$ cat src/rtl/core/ir_pulse_distance_receiver_defines.svh
`ifndef IR_PULSE_DISTANCE_RECEIVER_DEFINES_SVH
`define IR_PULSE_DISTANCE_RECEIVER_DEFINES_SVH

// Check that a condition implies another in the same cycle.
`define IPDR_ASSERT_IMP(label, clk, rst, ante, cons) \
  label: assert property (@(posedge clk) disable iff (rst) (ante) |-> (cons)) \
    else $error("ipdr same-cycle check failed");

// Check that a condition implies another in the next cycle.
`define IPDR_ASSERT_NEXT(label, clk, rst, ante, cons) \
  label: assert property (@(posedge clk) disable iff (rst) (ante) |=> (cons)) \
    else $error("ipdr next-cycle check failed");

`endif

$ cat src/rtl/core/ipdr_pkg.sv
`timescale 1ns / 1ps
`default_nettype none

package ipdr_pkg;

  localparam int DUR_W       = 16;
  localparam int REG_W       = 16;
  localparam int REG_IDX_W   = 3;
  localparam int CNT_W       = 3;
  localparam int DATA_W      = 32;
  localparam int RECIP_SHIFT = 24;
  localparam int STOP_DIVISOR = 10;

  typedef enum logic [1:0] {
    OP_FALL    = 2'd0,
    OP_RISE    = 2'd1,
    OP_TIMEOUT = 2'd2,
    OP_RELEASE = 2'd3
  } op_t;

  typedef enum logic [1:0] {
    MODE_READY       = 2'd0,
    MODE_RECEIVING   = 2'd1,
    MODE_FRAME_READY = 2'd2,
    MODE_OVERRUN     = 2'd3
  } mode_t;

  localparam logic [REG_IDX_W-1:0] REG_PREAMBLE = 3'd0;
  localparam logic [REG_IDX_W-1:0] REG_ZERO     = 3'd1;
  localparam logic [REG_IDX_W-1:0] REG_ONE      = 3'd2;
  localparam logic [REG_IDX_W-1:0] REG_STOP     = 3'd3;

  localparam logic [REG_W-1:0] PREAMBLE_RESET = 16'd13500;
  localparam logic [REG_W-1:0] ZERO_RESET     = 16'd1125;
  localparam logic [REG_W-1:0] ONE_RESET      = 16'd2250;
  localparam logic [REG_W-1:0] STOP_RESET     = 16'd560;

  typedef struct packed {
    logic [REG_W-1:0] pre_nom;
    logic [REG_W-1:0] pre_slack;
    logic [REG_W-1:0] zero_nom;
    logic [REG_W-1:0] zero_slack;
    logic [REG_W-1:0] one_nom;
    logic [REG_W-1:0] one_slack;
    logic [REG_W-1:0] stop_nom;
    logic [REG_W-1:0] stop_slack;
  } timing_cfg_t;

  typedef struct packed {
    logic pre;
    logic zero;
    logic one;
    logic stop;
  } hit_t;

endpackage

`default_nettype wire

$ cat src/rtl/core/ipdr_channels.sv
`timescale 1ns / 1ps
`default_nettype none

interface ipdr_item_if;
  import ipdr_pkg::*;

  logic             valid;
  logic             ready;
  logic [1:0]       opcode;
  logic [DUR_W-1:0] duration_us;

  modport source(output valid, output opcode, output duration_us, input ready);
  modport sink(input valid, input opcode, input duration_us, output ready);
endinterface

interface ipdr_result_if;
  import ipdr_pkg::*;

  logic              valid;
  logic              ready;
  logic [1:0]        receiver_state;
  logic [CNT_W-1:0]  bytes_received;
  logic [CNT_W-1:0]  bit_position;
  logic [DATA_W-1:0] frame_data;
  logic              frame_valid;

  modport source(output valid, output receiver_state, output bytes_received,
                 output bit_position, output frame_data, output frame_valid,
                 input ready);
  modport sink(input valid, input receiver_state, input bytes_received,
               input bit_position, input frame_data, input frame_valid,
               output ready);
endinterface

`default_nettype wire

$ cat src/rtl/core/ipdr_cfg.sv
`timescale 1ns / 1ps
`default_nettype none

module ipdr_cfg #(
  parameter int TOLERANCE_DIVISOR = 5
) (
  input  wire logic                            clk,
  input  wire logic                            rst,
  input  wire logic                            write_en,
  input  wire logic [ipdr_pkg::REG_IDX_W-1:0]  index,
  input  wire logic [ipdr_pkg::REG_W-1:0]      data,
  output ipdr_pkg::timing_cfg_t                cfg
);
  import ipdr_pkg::*;

  localparam int PROD_W = REG_W + RECIP_SHIFT;
  localparam logic [RECIP_SHIFT-1:0] TOL_RECIP =
    RECIP_SHIFT'((2 ** RECIP_SHIFT + TOLERANCE_DIVISOR - 1) / TOLERANCE_DIVISOR);
  localparam logic [RECIP_SHIFT-1:0] STOP_RECIP =
    RECIP_SHIFT'((2 ** RECIP_SHIFT + STOP_DIVISOR - 1) / STOP_DIVISOR);
  localparam logic [REG_W-1:0] PRE_SLACK_RESET  = REG_W'(PREAMBLE_RESET / TOLERANCE_DIVISOR);
  localparam logic [REG_W-1:0] ZERO_SLACK_RESET = REG_W'(ZERO_RESET / TOLERANCE_DIVISOR);
  localparam logic [REG_W-1:0] ONE_SLACK_RESET  = REG_W'(ONE_RESET / TOLERANCE_DIVISOR);
  localparam logic [REG_W-1:0] STOP_SLACK_RESET = REG_W'(STOP_RESET / STOP_DIVISOR);

  logic [PROD_W-1:0] tol_prod;
  logic [PROD_W-1:0] stop_prod;
  logic [REG_W-1:0]  tol_slack;
  logic [REG_W-1:0]  stop_slack;

  // exact quotient by reciprocal: the error term stays below one unit for 16-bit data
  assign tol_prod   = {{RECIP_SHIFT{1'b0}}, data} * {{REG_W{1'b0}}, TOL_RECIP};
  assign stop_prod  = {{RECIP_SHIFT{1'b0}}, data} * {{REG_W{1'b0}}, STOP_RECIP};
  assign tol_slack  = tol_prod[RECIP_SHIFT +: REG_W];
  assign stop_slack = stop_prod[RECIP_SHIFT +: REG_W];

  always_ff @(posedge clk) begin
    if (rst) begin
      cfg.pre_nom    <= PREAMBLE_RESET;
      cfg.pre_slack  <= PRE_SLACK_RESET;
      cfg.zero_nom   <= ZERO_RESET;
      cfg.zero_slack <= ZERO_SLACK_RESET;
      cfg.one_nom    <= ONE_RESET;
      cfg.one_slack  <= ONE_SLACK_RESET;
      cfg.stop_nom   <= STOP_RESET;
      cfg.stop_slack <= STOP_SLACK_RESET;
    end else if (write_en) begin
      unique case (index)
        REG_PREAMBLE: begin
          cfg.pre_nom   <= data;
          cfg.pre_slack <= tol_slack;
        end
        REG_ZERO: begin
          cfg.zero_nom   <= data;
          cfg.zero_slack <= tol_slack;
        end
        REG_ONE: begin
          cfg.one_nom   <= data;
          cfg.one_slack <= tol_slack;
        end
        REG_STOP: begin
          cfg.stop_nom   <= data;
          cfg.stop_slack <= stop_slack;
        end
        default: begin
        end
      endcase
    end
  end

endmodule

`default_nettype wire

$ cat src/rtl/core/ipdr_classify.sv
`timescale 1ns / 1ps
`default_nettype none

module ipdr_classify (
  input  wire logic [ipdr_pkg::DUR_W-1:0] duration_us,
  input  wire ipdr_pkg::timing_cfg_t      cfg,
  output ipdr_pkg::hit_t                  hits
);
  import ipdr_pkg::*;

  function automatic logic in_window(input logic [DUR_W-1:0] t,
                                     input logic [REG_W-1:0] nom,
                                     input logic [REG_W-1:0] slack);
    logic [REG_W:0]   hi;
    logic [REG_W-1:0] lo;
    hi = {1'b0, nom} + {1'b0, slack};
    lo = nom - slack;
    return ({1'b0, t} <= hi) && (t >= lo);
  endfunction

  assign hits.pre  = in_window(duration_us, cfg.pre_nom, cfg.pre_slack);
  assign hits.zero = in_window(duration_us, cfg.zero_nom, cfg.zero_slack);
  assign hits.one  = in_window(duration_us, cfg.one_nom, cfg.one_slack);
  assign hits.stop = in_window(duration_us, cfg.stop_nom, cfg.stop_slack);

endmodule

`default_nettype wire

$ cat src/rtl/core/ipdr_engine.sv
`timescale 1ns / 1ps
`default_nettype none

`include "ir_pulse_distance_receiver_defines.svh"

module ipdr_engine #(
  parameter int FRAME_BYTES = 4
) (
  input  wire logic                         clk,
  input  wire logic                         rst,
  input  wire logic                         fire,
  input  wire ipdr_pkg::op_t                op,
  input  wire ipdr_pkg::hit_t               hits,
  output ipdr_pkg::mode_t                   mode,
  output logic [ipdr_pkg::CNT_W-1:0]        byte_counter,
  output logic [ipdr_pkg::CNT_W-1:0]        bit_counter,
  output logic [ipdr_pkg::DATA_W-1:0]       frame_data
);
  import ipdr_pkg::*;

  localparam int STORE_BYTES = (FRAME_BYTES < 4) ? FRAME_BYTES : 4;
  localparam logic [CNT_W-1:0] FRAME_CNT = CNT_W'(FRAME_BYTES);

  logic                        timing_active;
  logic [STORE_BYTES-1:0][7:0] store;

  mode_t                       mode_next;
  logic                        timing_next;
  logic [CNT_W-1:0]            byte_next;
  logic [CNT_W-1:0]            bit_next;
  logic [STORE_BYTES-1:0][7:0] store_next;
  logic                        take;
  logic                        bit_val;
  logic [CNT_W:0]              byte_inc;

  assign byte_inc = {1'b0, byte_counter} + (CNT_W + 1)'(1);

  always_comb begin
    mode_next   = mode;
    timing_next = timing_active;
    byte_next   = byte_counter;
    bit_next    = bit_counter;
    store_next  = store;
    take        = 1'b0;
    bit_val     = 1'b0;
    if (fire) begin
      unique case (op)
        OP_RELEASE: begin
          if (mode == MODE_FRAME_READY) begin
            mode_next   = MODE_READY;
            byte_next   = '0;
            bit_next    = '0;
            timing_next = 1'b0;
          end
        end
        OP_TIMEOUT: begin
          timing_next = 1'b0;
          if (mode != MODE_FRAME_READY) begin
            mode_next = MODE_READY;
            byte_next = '0;
            bit_next  = '0;
          end
        end
        OP_RISE: begin
          if (mode == MODE_FRAME_READY) begin
            timing_next = 1'b0;
          end else if (hits.stop) begin
            timing_next = 1'b0;
            bit_next    = '0;
            if (byte_counter == FRAME_CNT && mode != MODE_OVERRUN) begin
              mode_next = MODE_FRAME_READY;
            end else begin
              mode_next = MODE_READY;
              byte_next = '0;
            end
          end
        end
        OP_FALL: begin
          if (mode == MODE_FRAME_READY) begin
            timing_next = 1'b0;
          end else if (!timing_active) begin
            timing_next = 1'b1;
          end else if (mode == MODE_READY && hits.pre) begin
            mode_next   = MODE_RECEIVING;
            byte_next   = '0;
            bit_next    = '0;
            timing_next = 1'b1;
          end else if (mode == MODE_RECEIVING && (hits.zero || hits.one)) begin
            take        = 1'b1;
            bit_val     = !hits.zero;
            timing_next = 1'b1;
          end else begin
            mode_next   = MODE_READY;
            byte_next   = '0;
            bit_next    = '0;
            timing_next = 1'b0;
          end
        end
      endcase
    end
    if (take) begin
      for (int i = 0; i < STORE_BYTES; i++) begin
        if (byte_counter == CNT_W'(i)) begin
          store_next[i][bit_counter] = bit_val;
        end
      end
      bit_next = bit_counter + CNT_W'(1);
      if (&bit_counter) begin
        if (byte_inc > {1'b0, FRAME_CNT}) begin
          mode_next = MODE_OVERRUN;
          byte_next = '0;
        end else begin
          byte_next = byte_inc[CNT_W-1:0];
        end
      end
    end
  end

  always_ff @(posedge clk) begin
    if (rst) begin
      mode          <= MODE_READY;
      timing_active <= 1'b0;
      byte_counter  <= '0;
      bit_counter   <= '0;
      store         <= '0;
    end else begin
      mode          <= mode_next;
      timing_active <= timing_next;
      byte_counter  <= byte_next;
      bit_counter   <= bit_next;
      store         <= store_next;
    end
  end

  always_comb begin
    frame_data = '0;
    for (int i = 0; i < STORE_BYTES; i++) begin
      frame_data[8*i +: 8] = store[i];
    end
  end

  `IPDR_ASSERT_IMP(a_held_frame_full, clk, rst, mode == MODE_FRAME_READY, byte_counter == FRAME_CNT)
  `IPDR_ASSERT_IMP(a_overrun_clear, clk, rst, mode == MODE_OVERRUN, byte_counter == '0 && bit_counter == '0)
  `IPDR_ASSERT_NEXT(a_hold_when_idle, clk, rst, !fire, $stable(mode) && $stable(byte_counter) && $stable(store))

endmodule

`default_nettype wire

$ cat src/rtl/core/ir_pulse_distance_receiver.sv
// Pulse-distance IR frame receiver.
// item channel: one request per line event; opcode 0 falling edge, 1 rising edge,
//   2 timeout or capture overflow, 3 release of a held frame; duration_us is the
//   captured time since the last falling edge, masked to TIMER_WIDTH bits.
// result channel: exactly one result per request, showing receiver state,
//   byte and bit counters, the stored frame bytes and a frame-ready flag.
// cfg port: write cfg_data into register cfg_index (0 preamble, 1 zero, 2 one,
//   3 stop mark) on any cycle with cfg_write_en; write only while idle.
// Path: an accepted request waits in the input register; then window compare
//   and state update write the state registers, which double as the result
//   register. Throughput: one request per cycle while results are taken;
//   the single-pass update sets that figure.
// When the result side stalls, the held result and state stay put, one more
//   request waits in the input register, and then item.ready drops.
// Reset: configuration returns to its defaults, the receiver goes to ready with
//   counters and frame bytes cleared, and both channels are emptied.
`timescale 1ns / 1ps
`default_nettype none

module ir_pulse_distance_receiver #(
  parameter int FRAME_BYTES       = 4,
  parameter int TOLERANCE_DIVISOR = 5,
  parameter int TIMER_WIDTH       = 16
) (
  input  wire logic                            clk,
  input  wire logic                            rst,
  ipdr_item_if.sink                            item,
  ipdr_result_if.source                        result,
  input  wire logic                            cfg_write_en,
  input  wire logic [ipdr_pkg::REG_IDX_W-1:0]  cfg_index,
  input  wire logic [ipdr_pkg::REG_W-1:0]      cfg_data
);
  import ipdr_pkg::*;

  localparam logic [DUR_W-1:0] DUR_MASK =
    (TIMER_WIDTH >= DUR_W) ? '1 : DUR_W'((64'd1 << TIMER_WIDTH) - 64'd1);

  logic             in_q_valid;
  op_t              in_q_op;
  logic [DUR_W-1:0] in_q_dur;
  logic             out_valid;
  logic             fire;
  logic             accept;

  timing_cfg_t      cfg;
  hit_t             hits;
  mode_t            mode;
  logic [CNT_W-1:0] byte_counter;
  logic [CNT_W-1:0] bit_counter;
  logic [DATA_W-1:0] frame_data;

  assign fire       = in_q_valid && (!out_valid || result.ready);
  assign item.ready = !in_q_valid || fire;
  assign accept     = item.valid && item.ready;

  always_ff @(posedge clk) begin
    if (rst) begin
      in_q_valid <= 1'b0;
      out_valid  <= 1'b0;
    end else begin
      if (accept) begin
        in_q_valid <= 1'b1;
      end else if (fire) begin
        in_q_valid <= 1'b0;
      end
      if (fire) begin
        out_valid <= 1'b1;
      end else if (result.ready) begin
        out_valid <= 1'b0;
      end
    end
  end

  always_ff @(posedge clk) begin
    if (accept) begin
      in_q_op  <= op_t'(item.opcode);
      in_q_dur <= item.duration_us & DUR_MASK;
    end
  end

  ipdr_cfg #(
    .TOLERANCE_DIVISOR(TOLERANCE_DIVISOR)
  ) u_cfg (
    .clk      (clk),
    .rst      (rst),
    .write_en (cfg_write_en),
    .index    (cfg_index),
    .data     (cfg_data),
    .cfg      (cfg)
  );

  ipdr_classify u_classify (
    .duration_us (in_q_dur),
    .cfg         (cfg),
    .hits        (hits)
  );

  ipdr_engine #(
    .FRAME_BYTES(FRAME_BYTES)
  ) u_engine (
    .clk          (clk),
    .rst          (rst),
    .fire         (fire),
    .op           (in_q_op),
    .hits         (hits),
    .mode         (mode),
    .byte_counter (byte_counter),
    .bit_counter  (bit_counter),
    .frame_data   (frame_data)
  );

  assign result.valid          = out_valid;
  assign result.receiver_state = mode;
  assign result.bytes_received = byte_counter;
  assign result.bit_position   = bit_counter;
  assign result.frame_data     = frame_data;
  assign result.frame_valid    = (mode == MODE_FRAME_READY);

endmodule

`default_nettype wire

$ cat src/flat_wrapper.sv
// flat-port wrapper written by rule: the top's interface ports become plain ports
module ir_pulse_distance_receiver_flat import ipdr_pkg::*;
#(
  parameter int FRAME_BYTES       = 4,
  parameter int TOLERANCE_DIVISOR = 5,
  parameter int TIMER_WIDTH       = 16
)
  (clk, rst, cfg_write_en, cfg_index, cfg_data, item_valid, item_opcode, item_duration_us, item_ready, result_valid, result_receiver_state, result_bytes_received, result_bit_position, result_frame_data, result_frame_valid, result_ready);
  ipdr_item_if item_i ();
  ipdr_result_if result_i ();
  input  wire logic clk;
  input  wire logic rst;
  input  wire logic cfg_write_en;
  input  wire logic [ipdr_pkg::REG_IDX_W-1:0] cfg_index;
  input  wire logic [ipdr_pkg::REG_W-1:0] cfg_data;
  input wire logic [$bits(item_i.valid)-1:0] item_valid;
  input wire logic [$bits(item_i.opcode)-1:0] item_opcode;
  input wire logic [$bits(item_i.duration_us)-1:0] item_duration_us;
  output wire logic [$bits(item_i.ready)-1:0] item_ready;
  output wire logic [$bits(result_i.valid)-1:0] result_valid;
  output wire logic [$bits(result_i.receiver_state)-1:0] result_receiver_state;
  output wire logic [$bits(result_i.bytes_received)-1:0] result_bytes_received;
  output wire logic [$bits(result_i.bit_position)-1:0] result_bit_position;
  output wire logic [$bits(result_i.frame_data)-1:0] result_frame_data;
  output wire logic [$bits(result_i.frame_valid)-1:0] result_frame_valid;
  input wire logic [$bits(result_i.ready)-1:0] result_ready;
  assign item_i.valid = item_valid;
  assign item_i.opcode = item_opcode;
  assign item_i.duration_us = item_duration_us;
  assign item_ready = item_i.ready;
  assign result_valid = result_i.valid;
  assign result_receiver_state = result_i.receiver_state;
  assign result_bytes_received = result_i.bytes_received;
  assign result_bit_position = result_i.bit_position;
  assign result_frame_data = result_i.frame_data;
  assign result_frame_valid = result_i.frame_valid;
  assign result_i.ready = result_ready;
  ir_pulse_distance_receiver #(.FRAME_BYTES(FRAME_BYTES), .TOLERANCE_DIVISOR(TOLERANCE_DIVISOR), .TIMER_WIDTH(TIMER_WIDTH)) u_core (.clk(clk), .rst(rst), .item(item_i), .result(result_i), .cfg_write_en(cfg_write_en), .cfg_index(cfg_index), .cfg_data(cfg_data));
endmodule
$ cat config.mk
export PLATFORM = sky130hd
export DESIGN_NAME = ir_pulse_distance_receiver_flat
export DESIGN_NICKNAME = d
export VERILOG_FILES = /design/src/rtl/core/ipdr_pkg.sv /design/src/rtl/core/ipdr_channels.sv /design/src/rtl/core/ipdr_cfg.sv /design/src/rtl/core/ipdr_classify.sv /design/src/rtl/core/ipdr_engine.sv /design/src/rtl/core/ir_pulse_distance_receiver.sv /design/src/flat_wrapper.sv
export VERILOG_INCLUDE_DIRS = /design/src /design/src/rtl/core
export SDC_FILE = /design/constraint.sdc
export NUM_CORES = 1
export LEC_CHECK = 0
export BUFFER_PORTS_ARGS = -buffer_cell sky130_fd_sc_hd__buf_4
export CAP_MARGIN = 20
export CELL_PAD_IN_SITES_DETAIL_PLACEMENT = 1
export CELL_PAD_IN_SITES_GLOBAL_PLACEMENT = 1
export CORE_ASPECT_RATIO = 1.2
export CORE_UTILIZATION = 50
export CTS_CLUSTER_DIAMETER = 30
export DETAILED_ROUTE_END_ITERATION = 6
export GPL_ROUTABILITY_DRIVEN = 0
export GPL_TIMING_DRIVEN = 0
export PLACE_DENSITY_LB_ADDON = 0.1
export SYNTH_ARGS = -nofsm -noshare
export SYNTH_HDL_FRONTEND = slang
export SYNTH_SLANG_ARGS = --single-unit
export TNS_END_PERCENT = 1
$ cat constraint.sdc
create_clock -name clk -period 11.6 [get_ports clk]
set_input_delay 2.32 -clock clk [delete_from_list [all_inputs] [get_ports clk]]
set_output_delay 2.32 -clock clk [all_outputs]
set_load 0.03 [all_outputs]
==> reports/metrics.cfg <==
[status]
outcome=complete, no violations

[route]
drt_drc_violations_left=0
ant_nets=0
drt_pass1_iterations=5
vias_per_cell=5.90
wire_per_inst_um=22.3
wl_um=61900
via_count=16400
drt_iter0_markers=963

[clock_tree]
post-cts-setup-buffers=0
cts_sinks=180
clockBufferDepth=2
cts.root.buffer_cell=clkbuf_16
cts.repair.resized=0
insertion_delay_ns=0.46
clkTransAtPathRegs_ns=0.08
cts_tree=done
cts_hold_buf=0
cts_buffers=17
h-tree-depth=4

[timing]
hold_viol=0
relSlewSlack_pct=28.0
fin_skew_ns=0.0157
period_share_pct=74.9
rsz0062_at_grt=false
tightestPinTransition_ns=1.08
setup_violations=0
period_needed_ns=8.68
slew_violations=0
finalWorstSetupSlack_ns=2.92
fmax_mhz=115
finalSetupTns_ns=0

[placement]
hpwlAfterDp_um=49700
io_buffers=83
dpl_worst_slack_ns=2.52
dpl_cell_area_um2=19800
place_inst=2741

[power]
peakVddDrop_mv=0.400
p_int_mw=1.86
swShare_pct=51.1
power_density_nw_per_um2=186
combPwrFrac_pct=65.1
power_frac_seq_pct=18.6
p_sw_mw=1.94
total_leakage_power_nw=9.59
p_clk_share_pct=16.3

[floorplan]
dieWidth_um=178
fp.dieH_um=213
core_um2=36200
start_util_pct=51.2
die_area_um2=37900
rows=76
io_pins=85

[layout]
fin_nets=2792
instances_no_fill=2774
layout-area-overhead-vs-synth_pct=9.91
diodes=0
stdcell_area_um2=20400
drive_gt1_share_pct=6.50
fin_util_pct=56.3

[grt]
antenna_found_initial=2
grt_busiest_layer=met2
met3_usage_pct=4.81
grt_start_max_net_pins=22
gr-usage-met2_pct=58.8
use_met1_pct=40.4
grt_pass1_vias=17500
overflow=0
grt_usage_pct=33.7
grt_pass1_wl_um=96300

[synthesis]
ys_ff_latch=180
synth_top_area_share_pct=25.1
synthArstFlopShare_pct=0
synth.avg_cell_area_um2=8.47
synth_edf_count=18
ys.flop_type=dfxtp_1
synth.most_common_cell=ha_1
synth_area_um2=18600
synth_top_cell_by_area=ha_1
yosys-top-cells-area=ha_1, dfxtp_1, fa_1, a21oi_1, inv_1
synth_cell_types=72
synth-seq-area-share_pct=20.4
syn_inst=2190
synth_commonest_cells=ha_1, inv_1, nand2_1
yosys_warnings=0
synth_nets=2689

[worst_setup_path]
critPathArrivalTime_ns=8.99
crit_required_ns=11.91
worstSetupStartpointType=input pin
worst-setup-path-type=input pin to flop
crit_path_max_fanout=5
crit_path_end_kind=flop

[min_path]
hold_class=flop to flop

[run]
cap_viol_max_count=0

## flip-flops by register name, summed over array words and instances (netlist names)
register,flops
u_core.u_engine.byte_counter,3
u_core.u_engine.bit_counter,3
u_core.u_engine.timing_active,1
u_core.u_cfg.cfg,119
u_core.result.valid,1
u_core.in_q_dur,16
u_core.in_q_op,2
u_core.u_engine.frame_data,32
u_core.in_q_valid,1
u_core.u_engine.mode,2
## kinds of logic (layout without fill, tap and decap cells)
family	count (synthesis)	after routing	synth area share (%)
AO/OA/AOI/OAI	527	527	18.3
XOR/XNOR	126	126	5.95
adder cells (fa/ha/maj)	457	457	34.3
buffers and inverters	323	439	6.63
flip-flops	180	180	20.4
multiplexers	5	5	0.297
AND/OR/NAND/NOR	572	572	14.2
## worst max-delay path: stages
cell and delay, ns:
buf_4 0.14, inv_1 0.31, ha_1 0.30, inv_1 0.10
fa_1 0.48, fa_1 0.54, inv_1 0.09, fa_1 0.52
inv_1 0.07, fa_1 0.51, fa_1 0.51, ha_1 0.33
nand2_1 0.07, o21ai_0 0.15, nor4_1 0.28, a31oi_1 0.27
a21o_1 0.27, a31oi_1 0.41, o21bai_1 0.19, a21oi_1 0.20
xor2_1 0.76, o31ai_1 0.15
## metrics by stage
step | power (mW) | hold WS [ns]
3_3_place_gp | 3.02 | 0.454
5_1_grt | 4.09 | 0.513
4_1_cts | 3.78 | 0.487
2_1_floorplan | 2.29 | 0.453
3_5_place_dp | 3.14 | 0.472
6_report | 3.79 | 0.483
## per-layer routing
| metal | routed length [um] | vias to the layer above | share of wire, % |
|---|---|---|---|
| met3 | 2870 | 147 | 4.6 |
| li1 | - | 7773 | - |
| met1 | 25800 | 8038 | 42 |
| met2 | 30200 | 403 | 49 |
| met4 | 3010 | 2 | 4.9 |
| met5 | 13 | - | 0.021 |
## placed cells by master, fill, tap and decap left out, types with 34 or more instances in the layout
cell,Yosys,final
buf_4,4,87
inv_1,246,246
ha_1,372,372
xnor2_1,95,95
nand3_1,70,70
a21oi_1,216,216
o21bai_1,52,52
nor2_1,110,110
a21o_1,49,49
fa_1,85,85
clkbuf_1,69,69
o211ai_1,40,40
o21ai_0,59,59
nand2_1,231,231
dfxtp_1,162,162
nand2b_1,34,34
## cell type report
| class | count | area, um2 |
|---|---|---|
| clock inverter | 15 | 196 |
| buffer | 75 | 298 |
| timing repair buffer | 84 | 631 |
| fill | 4387 | 15800 |
| multi-input combinational | 1687 | 13500 |
| sequential | 180 | 3780 |
| tap | 468 | 586 |
| clock buffer | 17 | 425 |
| inverter | 248 | 932 |
## final timing paths
| kind | startpoint | end | slack (ns) | depth (start not counted) |
|---|---|---|---|---|
| setup / recovery | cfg_data[5] | u_core.u_cfg.cfg[76]$_SDFFE_PP0P_ | 2.92 | 22 |
| setup reg to reg | u_core.u_cfg.cfg[35]$_SDFFE_PP0P_ | u_core.u_engine.frame_data[1]$_SDFFE_PP0P_ | 5.52 | 23 |
| hold / removal | u_core.u_cfg.cfg[19]$_SDFFE_PP0P_ | u_core.u_cfg.cfg[19]$_SDFFE_PP0P_ | 0.48 | 2 |
| hold reg to reg | u_core.u_cfg.cfg[19]$_SDFFE_PP0P_ | u_core.u_cfg.cfg[19]$_SDFFE_PP0P_ | 0.48 | 2 |
## power by group through the flow
stage / clock network, mW / logic [mW] / registers (mW)
floorplan: 0 / 1.59 / 0.699
global placement: 0 / 2.30 / 0.717
global route: 0.643 / 2.74 / 0.710
CTS: 0.616 / 2.45 / 0.706
finish: 0.616 / 2.47 / 0.707
detailed placement: 0 / 2.42 / 0.720
Note: power is estimated with default switching activity, not from simulation.
